`src/rtl/core/vpdi_pkg.sv`:
```
package vpdi_pkg;

   localparam int TABLE_DEPTH = 1024;
   localparam int ADDR_W      = $clog2(TABLE_DEPTH);
   localparam int CNT_W       = $clog2(TABLE_DEPTH + 1);
   localparam int FIELD_W     = 16;
   localparam int IDX_W       = 10;
   localparam int UCNT_W      = 11;

   typedef struct packed {
      logic [FIELD_W-1:0] vertex_index;
      logic [FIELD_W-1:0] texcoord_index;
      logic [FIELD_W-1:0] tex_s;
      logic [FIELD_W-1:0] tex_t;
   } corner_type;

   typedef struct packed {
      logic              en;
      logic [ADDR_W-1:0] addr;
      corner_type        data;
   } wr_type;

   typedef enum logic {
      ST_IDLE,
      ST_SCAN
   } state_type;

endpackage

```
`src/rtl/core/vpdi_cmp.sv`:
```
module vpdi_cmp
   import vpdi_pkg::*;
(
   input  corner_type entry,
   input  corner_type key,
   output logic       match
);

   logic same_vertex;
   logic same_texidx;
   logic same_st;

   always_comb begin
      same_vertex = entry.vertex_index == key.vertex_index;
      same_texidx = entry.texcoord_index == key.texcoord_index;
      same_st     = (entry.tex_s == key.tex_s) && (entry.tex_t == key.tex_t);
      match       = same_vertex && (same_texidx || same_st);
   end

endmodule

```
`config.mk`:
```
export PLATFORM = sky130hd
export DESIGN_NAME = vpdi_cmp
export DESIGN_NICKNAME = d
export VERILOG_FILES = /design/src/rtl/core/vpdi_pkg.sv /design/src/rtl/core/vpdi_cmp.sv
export SDC_FILE = /design/constraint.sdc
export NUM_CORES = 1
export LEC_CHECK = 0
export BUFFER_PORTS_ARGS = -buffer_cell sky130_fd_sc_hd__clkbuf_2
export CAP_MARGIN = 20
export CORE_MARGIN = 1
export CORE_UTILIZATION = 25
export DETAILED_ROUTE_END_ITERATION = 8
export PLACE_DENSITY = 0.81
export SYNTH_ARGS = -nofsm -noshare
export SYNTH_HDL_FRONTEND = slang
export SYNTH_SLANG_ARGS = --single-unit
export TNS_END_PERCENT = 30
```
`constraint.sdc`:
```
create_clock -name vclk -period 1
set_input_delay 0.2 -clock vclk [all_inputs]
set_output_delay 0.2 -clock vclk [all_outputs]
set_load 0.02 [all_outputs]
```
# Word-level counts from Yosys, hierarchy flattened
# Index checks and enable logic that the tools add are counted.
[word_totals]
regBits = 0
inputBits = 128
out_inout_bits = 1
word_cells = 7
[classes]
eq_ne = 4
n_reduce_logical = 3
[op_table]
columns = ["op", "count"]
rows = [
  ["$eq 16x16->1", 4],
  ["$logic_and 1x1->1", 2],
  ["$logic_or 1x1->1", 1],
]

# Logic depth before layout (Yosys ltp)
[depth]
word_depth = 4
ltp_mapped = 5
depth_no_buf = 5

# Least setup slack after synthesis
# Ideal clock, no wire load.
[synth_timing]
path_type = "input port to output port"
startpoint = "in key[1] (netlist bit)"
endpoint = "out match"
arrival_time_ps = 1083
required_ps = 800
path_slack_ps = -283
cell_stages = 5
n_path_buf = 0
cell_sequence = "xnor2_1 nand4_1 nor4_1 a21oi_1 nor2_1"
[synth_via]
elab_chain_cells = 4
[synth_lines]
columns = ["item", "line_no", "text"]
rows = [
  ["from (decl)", "vpdi_cmp.sv:5", "input corner_type key,"],
  ["$eq 16x16->1", "vpdi_cmp.sv:16", "same_st = (entry.tex_s == key.tex_s) && (entry.tex_t == key.tex_t);"],
  ["$logic_and 1x1->1", "vpdi_cmp.sv:16", ""],
  ["$logic_or 1x1->1", "vpdi_cmp.sv:17", "match = same_vertex && (same_texidx || same_st);"],
  ["$logic_and 1x1->1", "vpdi_cmp.sv:17", ""],
  ["to (decl)", "vpdi_cmp.sv:6", "output logic match"],
]
# No other way between the ends.

# Worst setup path in the final report
[layout_timing]
startpoint = "in key[46] (netlist bit)"
endpoint = "out match"
[layout_via]
elab_chain_cells = 3
[layout_lines]
columns = ["item", "line_no", "text"]
rows = [
  ["$eq 16x16->1", "vpdi_cmp.sv:15", "same_texidx = entry.texcoord_index == key.texcoord_index;"],
  ["$logic_or 1x1->1", "vpdi_cmp.sv:17", ""],
  ["$logic_and 1x1->1", "vpdi_cmp.sv:17", ""],
]
# No other way between the ends.

==> results.cfg <==
[outcome]
status = finished, violations left
violations = setup timing

[drt]
drc = 0
vias = 1082
antenna_left = 0
drt_wl_total_um = 2290
detail_route.wl_per_cell_um = 9.29
drtIter0Drc = 0
dr.pass1.iters = 1
vias_per_cell = 4.40

[sta]
min_period_ns = 1.49
finalSetupTns_ns = -0.489
rsz0062_at_grt = true
slew_violations = 0
fmax_mhz = 672
max_slew_margin_pct = 81.9
setup_violations = 1
setup_ws_ns = -0.489
period_share_pct = 149
hold_viol = 0
worstMarginPinSlew_ns = 0.269

[placed_design]
post-place-ws_ns = -0.651
hpwl_um = 2300
numPortBuffers = 129
gp_congestion = 0.672
dp_cells = 246

[global_route]
antenna_found_initial = 0
grt_pass1_vias = 878
gr-total-overflow = 0
grt.total_usage_pct = 13.0
grt_pass1_wl_um = 2960
grt_max_degree = 2

[critical_path]
path_class = input pin to output pin
start_kind = input pin
cp.required_ns = 0.80
crit_slowest_cell = nor4_2
arrival_ns = 1.29
cp-end-kind = output pin
cp_max_fo = 1
crit_chain = clkbuf_2 > xnor2_1 > nand4_1 > nor4_2 > buf_4 > a21oi_2 > nor2_2 > clkbuf_8
slowest_delay_ns = 0.27

[synth]
synth_fp_nets = 214
synth_top_area_cell = xnor2_1
avgSynthCellArea_sq_um = 8.07
synth_compound_area_share_pct = 0.721
ys_seq_area_share_pct = 0
ys_types = 6
synth_mux_area_share_pct = 0
syn_area_sq_um = 694
synth_xor_area_share_pct = 80.7
synth_top_family_by_area = XOR/XNOR gates
synth_top_area_share_pct = 60.5
synth_cells = 86
synth_fa_ha_area_share_pct = 0
yosysWarnings = 0
synth_top_cells_by_count = xnor2_1 (48), xor2_1 (16), nand4_1 (13), nor4_1 (7)
synth.area.top_cells = xnor2_1 (61%), xor2_1 (20%), nand4_1 (12%)
synth.most_common_cell = xnor2_1
synth-simple-area-share_pct = 18.6

[final_layout]
final_layout_size_suffix_gt1_share_pct = 66.2
diodes = 0
fill_cells = 257
final_cells = 246
design.seq.count = 0
seq_area_sq_um = 0
syn_to_final_growth_pct = 115
clock_buffers = 0
fin_nets = 346

[floorplan]
start_util_pct = 27.3
die_y_um = 54.7
rows = 18
dieArea_sq_mm = 0.00299
io_pins = 129
die_width_um = 54.7
core_region_area_sq_mm = 0.00254

[power_and_ir_drop]
power-per-cell-area_mw_per_mm2 = 382
cellLeakagePower_uw = 0.000793
irDropWorstVdd_v = 0.000244

[job]
cap_violations = 0

[worst_hold_path]
hold_end = match
hold_class = input pin to output pin
whs_path_depth = 6
min-delay-start = entry[57]

[clock_network]
hold_buffers = 0
postCtsSetupBuffers = 0
[area by class of cell]
cell class | instances | area [sq um] | share of cell area (%)
multi-input combinational | 86 | 797 | 53.3
tap | 30 | 37.5 | 2.51
timing repair buffer | 130 | 662 | 44.2
[repair_timing]
action / 4_1_cts / 5_1_grt
gates resized for setup: 7 / 3
pin swaps: 3 / 5
setup endpoints to repair: 1 / 1
hold endpoints to repair: 0 / 0
[logic make-up (layout without fill, tap and decap cells)]
| family | after synthesis | count (layout) |
|---|---|---|
| buffers and inverters | 0 | 130 |
| and+or+nand+nor | 21 | 21 |
| AOI/OAI and AO/OA | 1 | 1 |
| xor gates and xnor gates | 64 | 64 |
[placed cells by master, fill, tap and decap left out, drive strengths merged]
cell,Yosys,routed
a21oi,1,1
buf,0,1
clkbuf,0,129
nand4,13,13
nor2,1,1
nor4,7,7
xnor2,48,48
xor2,16,16
[worst max-delay path, delay by kind of cell]
kind,cells,cell delay (ns)
AO/OA/AOI/OAI,1,0.03
XOR/XNOR,1,0.17
AND/OR/NAND/NOR,3,0.49
buffers and inverters,3,0.39
[metal layers]
layer	GRT usage (%)	vias to the layer above	wire (um)
met1	12.3	453	712
met2	30.5	70	1310
met4	0	0	0
li1	-	559	-
met5	0	-	0
met3	0.278	0	260
[where the power goes]
part | total (uW) | leakage, uW | switching, uW | internal, uW
Clock | 0 | 0 | 0 | 0
Sequential | 0 | 0 | 0 | 0
Combinational | 571 | 0.000793 | 209 | 362
Total | 571 | 0.000793 | 209 | 362
[through the flow]
stage | area (sq um) | utilization (%) | hold WS [ns] | power, uW
finish | 1500 | 58.8 | 0.936 | 571
CTS | 1470 | 57.9 | 0.939 | 570
global route | 1500 | 58.8 | 0.987 | 630
floorplan | 742 | - | 0.697 | 244
global placement | 1430 | 56.3 | 0.940 | 552
detailed placement | 1430 | 56.3 | 0.940 | 559
[how the worst max path moves through the flow]
stage	startpoint	endpoint	slack, ns	depth (start not counted)
after global placement	key[0]	match	-0.64	7
after CTS	key[18]	match	-0.55	7
final	key[46]	match	-0.49	8
after global routing	key[29]	match	-0.58	7
after floorplan	key[15]	match	-0.18	5
after detailed placement	key[22]	match	-0.65	7
Note: power is estimated with default switching activity, not from simulation.
